==> config.mk <==
export PLATFORM = sky130hd
export DESIGN_NAME = icon_list_best_entry_select_top
export DESIGN_NICKNAME = d
export VERILOG_FILES = /design/src/rtl/ilbes_pkg.sv /design/src/rtl/ilbes_walk.sv /design/src/rtl/icon_list_best_entry_select_top.sv
export SDC_FILE = /design/constraint.sdc
export NUM_CORES = 1
export LEC_CHECK = 0
export BUFFER_PORTS_ARGS = -buffer_cell sky130_fd_sc_hd__buf_2
export CELL_PAD_IN_SITES_DETAIL_PLACEMENT = 0
export CELL_PAD_IN_SITES_GLOBAL_PLACEMENT = 2
export CORE_MARGIN = 2
export CORE_UTILIZATION = 40
export CTS_CLUSTER_DIAMETER = 30
export CTS_CLUSTER_SIZE = 40
export DETAILED_ROUTE_END_ITERATION = 8
export GPL_ROUTABILITY_DRIVEN = 0
export PLACE_DENSITY_LB_ADDON = 0.1
export SLEW_MARGIN = 20
export SYNTH_ARGS = -nofsm -noshare
export SYNTH_HDL_FRONTEND = slang
export SYNTH_HIERARCHICAL = 1
export SYNTH_SLANG_ARGS = --single-unit
==> constraint.sdc <==
create_clock -name clock -period 21.1 [get_ports clock]
set_input_delay 4.22 -clock clock [delete_from_list [all_inputs] [get_ports clock]]
set_output_delay 4.22 -clock clock [all_outputs]
set_load 0.01 [all_outputs]
==> src/rtl/ilbes_pkg.sv <==
// ----------------------------------------------------------------------------
// ilbes_pkg
// shared types and constants of the icon list best entry select block
// ----------------------------------------------------------------------------
package ilbes_pkg;

   localparam int unsigned MAX_CARDS_DEF  = 1048576;
   localparam int unsigned CARD_W         = 32;
   localparam int unsigned SIDE_CFG_W     = 16;
   localparam int unsigned OFFSET_OUT_W   = 20;
   localparam logic [SIDE_CFG_W-1:0] MAX_SIDE_RESET = 16'd64;

   typedef enum logic [1:0] {
      PH_WIDTH,
      PH_HEIGHT,
      PH_PIXELS,
      PH_STOPPED
   } phase_type;

   typedef struct packed {
      logic [OFFSET_OUT_W-1:0] best_offset;
      logic [SIDE_CFG_W-1:0]   chosen_side;
      logic                    found;
   } result_type;

endpackage

==> src/rtl/ilbes_walk.sv <==
// ----------------------------------------------------------------------------
// ilbes_walk
// list walker: header checks, pixel countdown and best square entry tracking
// ----------------------------------------------------------------------------
module ilbes_walk #(
   parameter int unsigned MAX_CARDS = ilbes_pkg::MAX_CARDS_DEF
) (
   input  logic                                 clock,
   input  logic                                 reset,
   input  logic                                 take,
   input  logic [ilbes_pkg::CARD_W-1:0]         card,
   input  logic                                 last,
   input  logic [ilbes_pkg::SIDE_CFG_W-1:0]     max_side,
   output ilbes_pkg::result_type                result
);

   localparam int unsigned POS_W  = $clog2(MAX_CARDS + 1);
   localparam int unsigned OFS_W  = $clog2(MAX_CARDS);
   localparam int unsigned SIDE_W = ($clog2(MAX_CARDS) + 2) / 2;
   localparam int unsigned PIX_W  = 2 * SIDE_W;
   localparam int unsigned CHK_W  = ((POS_W > PIX_W) ? POS_W : PIX_W) + 1;

   ilbes_pkg::phase_type phase_ff, phase_in, walk_phase;
   logic [SIDE_W-1:0] side_ff, side_in, walk_side;
   logic [OFS_W-1:0]  offset_ff, offset_in, walk_offset;
   logic [PIX_W-1:0]  pixels_ff, pixels_in, walk_pixels;
   logic [POS_W-1:0]  position_ff, position_in, walk_position;
   logic [ilbes_pkg::SIDE_CFG_W-1:0] chosen_side_ff, chosen_side_in, walk_chosen_side;
   logic [OFS_W-1:0]  best_offset_ff, best_offset_in, walk_best_offset;

   logic [PIX_W-1:0] square;
   logic [PIX_W-1:0] pix_dec;
   logic [CHK_W-1:0] entry_end;
   logic             in_range;

   assign square    = PIX_W'(side_ff) * PIX_W'(side_ff);
   assign pix_dec   = pixels_ff - PIX_W'(1);
   assign entry_end = CHK_W'(offset_ff) + CHK_W'(2) + CHK_W'(square);
   assign in_range  = position_ff < POS_W'(MAX_CARDS);

   always_comb begin
      walk_phase       = phase_ff;
      walk_side        = side_ff;
      walk_offset      = offset_ff;
      walk_pixels      = pixels_ff;
      walk_position    = position_ff;
      walk_chosen_side = chosen_side_ff;
      walk_best_offset = best_offset_ff;
      if (in_range) begin
         walk_position = position_ff + POS_W'(1);
         unique case (phase_ff)
            ilbes_pkg::PH_WIDTH: begin
               // a zero width stops now, as does a side this wide that can never fit
               if (card == '0 || card[ilbes_pkg::CARD_W-1:SIDE_W] != '0) begin
                  walk_phase = ilbes_pkg::PH_STOPPED;
               end else begin
                  walk_side   = card[SIDE_W-1:0];
                  walk_offset = position_ff[OFS_W-1:0];
                  walk_phase  = ilbes_pkg::PH_HEIGHT;
               end
            end
            ilbes_pkg::PH_HEIGHT: begin
               if (card != ilbes_pkg::CARD_W'(side_ff)) begin
                  walk_phase = ilbes_pkg::PH_STOPPED;
               end else if (entry_end > CHK_W'(MAX_CARDS)) begin
                  walk_phase = ilbes_pkg::PH_STOPPED;
               end else begin
                  walk_pixels = square;
                  walk_phase  = ilbes_pkg::PH_PIXELS;
               end
            end
            ilbes_pkg::PH_PIXELS: begin
               walk_pixels = pix_dec;
               if (pix_dec == '0) begin
                  walk_phase = ilbes_pkg::PH_WIDTH;
                  // larger side means larger area
                  if (ilbes_pkg::SIDE_CFG_W'(side_ff) <= max_side &&
                      ilbes_pkg::SIDE_CFG_W'(side_ff) > chosen_side_ff) begin
                     walk_chosen_side = ilbes_pkg::SIDE_CFG_W'(side_ff);
                     walk_best_offset = offset_ff;
                  end
               end
            end
            ilbes_pkg::PH_STOPPED: begin
               walk_phase = ilbes_pkg::PH_STOPPED;
            end
         endcase
      end
   end

   assign result.best_offset = ilbes_pkg::OFFSET_OUT_W'(walk_best_offset);
   assign result.chosen_side = walk_chosen_side;
   assign result.found       = walk_chosen_side != '0;

   always_comb begin
      if (last) begin
         phase_in       = ilbes_pkg::PH_WIDTH;
         side_in        = '0;
         offset_in      = '0;
         pixels_in      = '0;
         position_in    = '0;
         chosen_side_in = '0;
         best_offset_in = '0;
      end else begin
         phase_in       = walk_phase;
         side_in        = walk_side;
         offset_in      = walk_offset;
         pixels_in      = walk_pixels;
         position_in    = walk_position;
         chosen_side_in = walk_chosen_side;
         best_offset_in = walk_best_offset;
      end
   end

   always_ff @(posedge clock) begin
      if (reset) begin
         phase_ff       <= ilbes_pkg::PH_WIDTH;
         side_ff        <= '0;
         offset_ff      <= '0;
         pixels_ff      <= '0;
         position_ff    <= '0;
         chosen_side_ff <= '0;
         best_offset_ff <= '0;
      end else if (take) begin
         phase_ff       <= phase_in;
         side_ff        <= side_in;
         offset_ff      <= offset_in;
         pixels_ff      <= pixels_in;
         position_ff    <= position_in;
         chosen_side_ff <= chosen_side_in;
         best_offset_ff <= best_offset_in;
      end
   end

endmodule

==> src/rtl/icon_list_best_entry_select_top.sv <==
// ----------------------------------------------------------------------------
// icon_list_best_entry_select_top
// picks the largest square icon entry, no wider than max_side, from a list
// ----------------------------------------------------------------------------
// usage
//   req channel: one 32-bit card per item with req_last on the final card of
//   the list. the list is width, height and width*height pixel cards, repeated.
//   rsp channel: one item per list, after its last card: offset of the chosen
//   entry's width card, its side, and found.
//   csr: csr_wr_en / csr_wr_data write max_side; write only while idle.
//   throughput: one card per cycle while req_ready is high.
//   the result is written into the output buffer as the last card is taken.
//   a two-entry output buffer lets cards keep flowing while a result waits;
//   req_ready drops only when both entries hold results rsp has not taken.
//   reset: walk state clears, buffer empties, max_side returns to 64.
//   after each result the walk restarts at offset 0 for the next list.
// ----------------------------------------------------------------------------
module icon_list_best_entry_select_top #(
   parameter int unsigned MAX_CARDS = ilbes_pkg::MAX_CARDS_DEF
) (
   input  logic                                   clock,
   input  logic                                   reset,
   input  logic                                   req_valid,
   output logic                                   req_ready,
   input  logic [ilbes_pkg::CARD_W-1:0]           req_card,
   input  logic                                   req_last,
   output logic                                   rsp_valid,
   input  logic                                   rsp_ready,
   output logic [ilbes_pkg::OFFSET_OUT_W-1:0]     rsp_best_offset,
   output logic [ilbes_pkg::SIDE_CFG_W-1:0]       rsp_chosen_side,
   output logic                                   rsp_found,
   input  logic                                   csr_wr_en,
   input  logic [ilbes_pkg::SIDE_CFG_W-1:0]       csr_wr_data
);

   logic [ilbes_pkg::SIDE_CFG_W-1:0] max_side_ff;
   ilbes_pkg::result_type walk_result;
   ilbes_pkg::result_type out_ff, out_in, skid_ff, skid_in;
   logic out_valid_ff, out_valid_in, skid_valid_ff, skid_valid_in;
   logic take, push, pop;

   assign req_ready = !skid_valid_ff;
   assign take      = req_valid && req_ready;
   assign push      = take && req_last;
   assign pop       = out_valid_ff && rsp_ready;

   ilbes_walk #(
      .MAX_CARDS (MAX_CARDS)
   ) u_walk (
      .clock    (clock),
      .reset    (reset),
      .take     (take),
      .card     (req_card),
      .last     (req_last),
      .max_side (max_side_ff),
      .result   (walk_result)
   );

   always_comb begin
      out_in        = out_ff;
      out_valid_in  = out_valid_ff;
      skid_in       = skid_ff;
      skid_valid_in = skid_valid_ff;
      if (pop) begin
         out_valid_in = 1'b0;
      end
      if (skid_valid_ff && !out_valid_in) begin
         out_in        = skid_ff;
         out_valid_in  = 1'b1;
         skid_valid_in = 1'b0;
      end
      if (push) begin
         if (!out_valid_in) begin
            out_in       = walk_result;
            out_valid_in = 1'b1;
         end else begin
            skid_in       = walk_result;
            skid_valid_in = 1'b1;
         end
      end
   end

   always_ff @(posedge clock) begin
      if (reset) begin
         out_valid_ff  <= 1'b0;
         skid_valid_ff <= 1'b0;
         max_side_ff   <= ilbes_pkg::MAX_SIDE_RESET;
      end else begin
         out_valid_ff  <= out_valid_in;
         skid_valid_ff <= skid_valid_in;
         if (csr_wr_en) begin
            max_side_ff <= csr_wr_data;
         end
      end
   end

   always_ff @(posedge clock) begin
      out_ff  <= out_in;
      skid_ff <= skid_in;
   end

   assign rsp_valid       = out_valid_ff;
   assign rsp_best_offset = out_ff.best_offset;
   assign rsp_chosen_side = out_ff.chosen_side;
   assign rsp_found       = out_ff.found;

endmodule
Yosys cells after proc, flatten, opt, wreduce, memory -nomap -nowiden
Cells that the tools add are included.

word-level totals
  register bits after elaboration = 204
  input port bits = 54

cells by class
  add/sub/neg operators = 4
  $mul = 1
  $lt $le $gt $ge = 4
  equality and inequality tests = 8
  multiplexer cells = 41
  reductions and logical operators = 21

operator list
  operator                 number
  $mux W20                 9
  $mux W37                 3
  $mux W22                 4
  $mux W16                 5
  $mux W11                 4
  $pmux W22 S2             1
  $mux W21                 2
  $logic_not A32 Y1        1
  $ne A32 B11 Y1           1
  $add A23 B22 Y23         1
  $gt A23 B21 Y1 const B   1
  $logic_not A22 Y1        1
  $mul A11 B11 Y22         1
  $sub A22 B1 Y22 const B  1
  $add A20 B2 Y21 const B  1
  $add A21 B1 Y21 const B  1
  $lt A21 B21 Y1 const B   1
  $reduce_bool A21 Y1      1
  $gt A11 B16 Y1           1
  $le A11 B16 Y1           1
  $reduce_bool A16 Y1      1
  $mux W2                  5
  $pmux W2 S4              1
  $mux W1                  7
  other kinds (15)         24

Depth between registers and ports, before layout
Gate-level depths: netlist of run 1.

  depth after elaboration = 9
  gate-level depth with buffers = 34

By module
The synthesis of run 1 kept the hierarchy.

modules (own cells, without submodules)
  module                           instances  cells an instance  area an instance (µm²)  sequential area each (µm²)
  ilbes_walk                       1          1360               11021.8                 2242.2
  icon_list_best_entry_select_top  1          228                3248.1                  2212.1

Least setup slack after synthesis of run 1
OpenSTA, ideal clock, no wires.

  path kind = reg2reg
  start point = register u_walk.side_ff[2]
  end point = register u_walk.pixels_ff[10]
  setup time = 121 ps
  arrival = 8029 ps
  setup slack = 12951 ps
  stages on the path, launching flop included = 32
  buffers on the path = 3
  cell sequence = dfxtp_1 clkbuf_1 buf_2 nand2_1 fa_1 inv_1 fa_1 inv_1 fa_1 inv_1 fa_1 inv_1 fa_1 inv_1 ha_1 nand3_1 nor4_1 nor2_1 a21boi_0 a21oi_1 xnor2_1 ha_1 ha_1 and3_1 a311o_1 or3_1 xor2_1 a2111oi_0 a31o_2 o21ai_0 clkbuf_1 mux2_2

between the ends
  word-level cells in the longest chain between the ends = 6

RTL lines
  what                                                      RTL line           source
  from (decl)                                               ilbes_walk.sv:24   logic [SIDE_W-1:0] side_ff, side_in, walk_side;
  from (signal assigned)                                    ilbes_walk.sv:126  side_ff <= side_in;
  branches (longest 6 deep; another with $add A23 B22 Y23)  -
  to (signal assigned)                                      ilbes_walk.sv:128  pixels_ff <= pixels_in;
  to (decl)                                                 ilbes_walk.sv:26   logic [PIX_W-1:0] pixels_ff, pixels_in, walk_pixels;

Several ways; the timed one is not identified. The select of a mux whose other input is x is not followed.
A chain may end at the register's enable or synchronous reset.

Final worst setup path of run 1
  start point = register u_walk.side_ff[4]
  end point = register u_walk.pixels_ff[19]

The elaborated chain is that of the path after synthesis.

==> results.cfg, run 1 <==
[synth]
yosysSeqAreaShare_pct = 31.2
synthDistinctLibCells = 78
syn-num-nets = 1822
synth-seq-cells = 204
yosysWarnings = 6
syn_inst = 1588
synth.area.top_cells = dfxtp_1 23%, ha_1 10%, fa_1 9.1%, edfxtp_1 7.8%, inv_1 3.7%
synth_top_area_share_pct = 23.4
synth_area_per_cell_um2 = 8.99
synthArstFlopShare_pct = 0
synth-edff-count = 37
synth_area_leader_cell = dfxtp_1
syn_area_um2 = 14300
synthFlopType = dfxtp_1

[timing]
maxSlewHeadroom_pct = 31.1
tns_ns = 0
setup_violations = 0
grt_setup_unrepaired = no
setup_ws_ns = 11.55
finalCritPeriodShare_pct = 45.3
fin_worst_skew_ns = 0.0512
finalMaxSlewViolations = 0
period_minus_slack_ns = 9.55
tightest_slew_ns = 1.03
fmax_ghz = 0.105
hold_viol = 0

[setup_path]
crit_start = u_walk/side_ff[4]$_SDFFE_PP0P_
crit_buf_inv = 3
cp-end-kind = flop
cpPeakStageDelay_ns = 0.79
crit_type = flop to flop
crit_fanout = 16
path_common_cell = fa_1
critical-path-top-delay-family = adder cells
start_kind = flop
worstPathRequired_ns = 21.55
r2r_start = u_walk/side_ff[4]$_SDFFE_PP0P_
slowest_stage = dfxtp_1
arrival_ns = 10.00

[clock_tree]
clk_latency_ns = 0.60
post_cts_resize_count = 0
cts_tree = done
root_buffer = clkbuf_16
cts_num_sinks = 204
numCtsBuffers = 56
cts_hold_buf = 0
cts_setup_buffers = 0
cts.htree.levels = 2
clockBufferDepth = 3
clk_pin_slew_ns = 0.04

[place]
placed_area_um2 = 15000
io_buffers = 92
hpwl_mm = 29.2
dp_slack_ns = 11.60

[hold_path]
holdCritStartpoint = u_walk/best_offset_ff[3]$_SDFFE_PP0P_
hold_path_class = flop to flop

[grt]
grt_pass1_wl_mm = 64.7
antenna_found_initial = 1
grt.overflow.total = 0
grt_pass1_vias = 11872
grt_max_degree = 75
track_usage_pct = 22.4

[floorplan]
die_w_um = 193
rows = 69
ioPinCount = 93
die-area_um2 = 37200
die_h_um = 193
core_area_um2 = 35300
initial_core_util_pct = 40.4

[power_and_ir_drop]
powerDensity_nw_per_um2 = 81.7
leakage_uw = 0.00729
ir_worst_vdd_v = 0.0000858

[drt]
via_count = 11813
wirelength_mm = 40.7
detail_route.wl_per_cell_um = 18.7
drc_errors = 0
via_per_inst = 5.44
first_iter_violations = 725
drt_pass1_iterations = 5
ant_nets = 0

[finish]
fillers = 3432
area_growth_pct = 19.3
fin_area_um2 = 17000
drive_gt1_share_pct = 17.5
diodes = 0
nets = 1898

[job]
drv_cap = 0

[run_status]
status = finished, final reports clean
[synthesized netlist by cell type (8+ instances only)]
cell type / n
a21o_1: 11
a21oi_1: 95
a22oi_1: 35
a31oi_1: 8
and2_1: 36
and3_1: 14
buf_2: 25
clkbuf_1: 53
dfxtp_1: 167
edfxtp_1: 37
fa_1: 65
ha_1: 115
inv_1: 140
mux2_2: 34
mux2i_1: 31
nand2_1: 117
nand2b_1: 18
nand3_1: 19
nand4_1: 16
nor2_1: 130
nor2b_1: 18
nor3_1: 33
nor4_1: 22
o211ai_1: 12
o21a_1: 11
o21ai_0: 77
o221a_2: 36
or3_1: 46
xnor2_1: 34
xor2_1: 31
[sequential cells by signal (all words and copies together), names as in the netlist, 2 cells and up]
| register | flops |
|---|---|
| u_walk/offset_ff | 20 |
| u_walk/position_ff | 21 |
| rsp_chosen_side | 16 |
| u_walk/phase_ff | 2 |
| max_side_ff | 16 |
| rsp_best_offset | 20 |
| u_walk/pixels_ff | 22 |
| u_walk/best_offset_ff | 20 |
| skid_ff | 37 |
| u_walk/side_ff | 11 |
| u_walk/chosen_side_ff | 16 |
[per-stage QoR]
stage          total power [uW]  util (%)  std cells  hold WS [ns]
3_5_place_dp                518      42.5       2067         0.464
2_1_floorplan               487         -       1588         0.446
6_report                   1390      48.2       2172         0.469
5_1_grt                    1440      48.2       2172         0.491
3_3_place_gp                518      42.5       2067         0.453
4_1_cts                    1410      48.2       2172         0.470
[cells in the final DEF, fill, tap and decap left out, types with 31 or more instances in the layout]
master	synthesis	layout
xor2_1	31	31
clkbuf_16	0	57
inv_1	140	140
mux2_2	34	34
or3_1	46	46
ha_1	115	115
o221a_2	36	36
fa_1	65	65
mux2i_1	31	31
buf_2	25	91
nor3_1	33	32
xnor2_1	34	34
dfxtp_1	167	167
nor2_1	130	130
a21oi_1	95	94
and2_1	36	36
o21ai_0	77	75
nand2_1	117	117
a22oi_1	35	35
edfxtp_1	37	37
[kinds of logic after synthesis]
logic type | Yosys count | synth area share (%)
compound gates | 342 | 16.4
buf+inv | 231 | 6.69
fa+ha+maj | 180 | 19.2
flops | 204 | 31.2
mux | 65 | 4.86
xor+xnor | 65 | 3.99
simple gates | 501 | 17.7
[final timing paths]
path | cells after the start | slack (ns) | end
setup / recovery | 28 | 11.55 | u_walk/pixels_ff[19]$_SDFFE_PP0P_
hold / removal | 2 | 0.47 | u_walk/best_offset_ff[3]$_SDFFE_PP0P_
setup reg to reg | 28 | 11.55 | u_walk/pixels_ff[19]$_SDFFE_PP0P_
hold reg to reg | 2 | 0.47 | u_walk/best_offset_ff[3]$_SDFFE_PP0P_
[routing by layer]
| layer | vias to the layer above | global-route usage, % | wire length (um) |
|---|---|---|---|
| met5 | - | 0 | 13 |
| met4 | 2 | 8.46 | 1100 |
| met3 | 66 | 3.27 | 1760 |
| met2 | 269 | 37.4 | 19300 |
| met1 | 5702 | 29.2 | 18500 |
| li1 | 5774 | - | - |
[report_power, final]
group	switching, uW	internal, uW	total (uW)
combinational	51.0	39.2	90.2
clock	276	604	880
sequential	9.41	412	421
total	337	1050	1390
[worst register-to-register path: cells and delay by family (launching register included)]
kind / cells / cell delay (ns)
AND/OR/NAND/NOR: 8 / 1.75
XOR/XNOR: 2 / 0.65
flip-flops: 1 / 0.79
adder cells (fa/ha/maj): 8 / 3.50
buffers and inverters: 3 / 0.44
AO/OA/AOI/OAI: 7 / 2.32
[cell type report]
| type | count | area, um^2 | share of cell area (%) |
|---|---|---|---|
| clock inverter | 37 | 475 | 2.79 |
| sequential | 204 | 4450 | 26.2 |
| timing repair buffer | 107 | 576 | 3.38 |
| clock buffer | 68 | 1530 | 8.97 |
| multi-input combinational | 1153 | 8880 | 52.2 |
| tap | 461 | 577 | 3.39 |
| inverter | 142 | 533 | 3.13 |
Power figures use the tool's default switching activity.
==> run 2, diff against run 1 <==
--- a/config.mk
+++ b/config.mk
@@ -9,7 +9,7 @@
 export CELL_PAD_IN_SITES_DETAIL_PLACEMENT = 0
 export CELL_PAD_IN_SITES_GLOBAL_PLACEMENT = 2
 export CORE_MARGIN = 2
-export CORE_UTILIZATION = 40
+export CORE_UTILIZATION = 39
 export CTS_CLUSTER_DIAMETER = 30
 export CTS_CLUSTER_SIZE = 40
 export DETAILED_ROUTE_END_ITERATION = 8
==> constraint.sdc (replaced) <==
create_clock -name clock -period 9.1 [get_ports clock]
set_input_delay 1.82 -clock clock [delete_from_list [all_inputs] [get_ports clock]]
set_output_delay 1.82 -clock clock [all_outputs]
set_load 0.01 [all_outputs]
==> run 2 against run 1 <==
  * Sequential power increased by 130%
  * Fmax increased by 12%
  * Die area increased by 2.5%
  * Non-clock buffer count increased by 18
  * Final cell count increased by 1.1%
  * Clock-buffer cell count decreased by 5
  * Clock power increased by 140%
  * Combinational power increased by 140%
  * Critical path depth increased by 3
  * Critical endpoint unchanged
==> results.cfg, run 2 (same netlist as run 1, synthesis figures left out) <==
[finish]
largest_reg_flops = 37
layout_common_cells = 167 x dfxtp_1, 140 x inv_1, 130 x nor2_1
diodes = 0
top_register = skid_ff
reg_top3 = skid_ff x37, u_walk/pixels_ff x22, u_walk/position_ff x21
drive_gt1_share_pct = 18.8
final_common_cell = dfxtp_1
area_growth_pct = 21.0
fillers = 3551
regArea_um2 = 4450
multi_input_area_um2 = 8920
nets = 1915

[drt]
via_count = 11742
drc_errors = 0
first_iter_violations = 515
ant_nets = 0
wirelength_mm = 41.3
drt_pass1_iterations = 5
detail_route.wl_per_cell_um = 18.8
via_per_inst = 5.35

[place]
hpwl_mm = 29.9
dp_slack_ns = 0.0840
io_buffers = 92

[grt]
grt-busiest-layer = met2
grt_pass1_vias = 12029
grt_max_degree = 78
grt_pass1_wl_mm = 66.4
antenna_found_initial = 0
grt.overflow.total = 0
grtUsageMet1_pct = 29.2
use_met2_pct = 37.0
met3_usage_pct = 3.78
track_usage_pct = 21.9

[clock_tree]
cts.htree.levels = 2
clockBufferDepth = 3
numCtsBuffers = 54
clk_latency_ns = 0.59
root_buffer = clkbuf_16
cts_num_sinks = 204
cts_tree = done
clk_pin_slew_ns = 0.05

[timing]
finalCritPeriodShare_pct = 93.7
fmax_ghz = 0.117
hold_viol = 0
finalMaxSlewViolations = 0
tns_ns = 0
tightest_slew_ns = 1.01
maxSlewHeadroom_pct = 32.4
holdWs_ns = 0.469
setup_violations = 0
setup_ws_ns = 0.571
grt_setup_unrepaired = no
period_minus_slack_ns = 8.53
fin_worst_skew_ns = 0.0431

[setup_path]
arrival_ns = 8.97
crit_type = flop to flop
slowest_stage = fa_1
crit_buf_inv = 6
critical-path-top-delay-family = adder cells
cpPeakStageDelay_ns = 0.54
cp-end-kind = flop
worstPathRequired_ns = 9.54
crit_fanout = 9
start_kind = flop

[floorplan]
initial_core_util_pct = 39.3
die-area_um2 = 38100
core_area_um2 = 36300
ioPinCount = 93
die_w_um = 195
die_h_um = 195
rows = 70

[run_status]
status = finished, final reports clean

[job]
drv_cap = 0

[power_and_ir_drop]
powerDensity_nw_per_um2 = 190
ir_worst_vdd_v = 0.000168
leakage_uw = 0.00741

[hold_path]
hold_path_class = flop to flop
[run 2: changes by cell type in the layout (fill, tap and decap cells not counted), sizes merged]
cell,before,now
o21ai,77,78
clkinvlp,14,17
inv,147,142
bufinv,7,11
buf,107,125
clkbuf,68,63
[run 2: path summary, 6_finish.rpt]
| check | slack [ns] | to | start | cells past startpoint |
|---|---|---|---|---|
| worst max-delay path | 0.57 | u_walk/pixels_ff[19]$_SDFFE_PP0P_ | u_walk/side_ff[2]$_SDFFE_PP0P_ | 31 |
| worst min-delay path | 0.47 | u_walk/best_offset_ff[14]$_SDFFE_PP0P_ | u_walk/best_offset_ff[14]$_SDFFE_PP0P_ | 2 |
| worst max register to register | 0.57 | u_walk/pixels_ff[19]$_SDFFE_PP0P_ | u_walk/side_ff[2]$_SDFFE_PP0P_ | 31 |
| worst min register to register | 0.47 | u_walk/best_offset_ff[14]$_SDFFE_PP0P_ | u_walk/best_offset_ff[14]$_SDFFE_PP0P_ | 2 |
[run 2: per-layer routing]
metal	wire length, um	share of wire [%]
met3	1570	3.8
met4	510	1.2
met1	19100	46
met5	0	0
met2	20100	49
[run 2: cell type report]
type	count	area share (%)
clock buffers	63	8.49
multi-input cells	1154	51.7
inverters	142	3.09
well taps	468	3.39
repair buffers	125	4.19
flip-flops and latches	204	25.8
clock inverters	39	3.36
[run 2: tightest hold or removal path: cells and delay by family, from the launching register on]
kind	cells	cell delay, ns
AOI/OAI and AO/OA	2	0.12
DFF	1	0.30
[run 2: per-stage QoR]
step	instance area (um^2)	cells	utilization [%]	total power, uW
final	17300	2195	47.5	3280
after global routing	17300	2195	47.5	3390
after floorplan	14300	1588	-	1130
after detailed placement	15200	2090	41.7	1200
after CTS	17200	2192	47.3	3310
after global placement	15200	2090	41.7	1200
[run 2: what timing repair did]
| action | 4_1_cts | 5_1_grt |
|---|---|---|
| setup endpoints to repair | 0 | 23 |
| gates resized for setup | 0 | 6 |
| hold buffers | 0 | 0 |
| buffers inserted | 0 | 2 |
[run 2: report_power, final]
part	internal [uW]	switching (uW)	total, uW
logic	93.5	121	214
clock network	1470	622	2090
registers	954	21.8	976
total	2510	764	3280
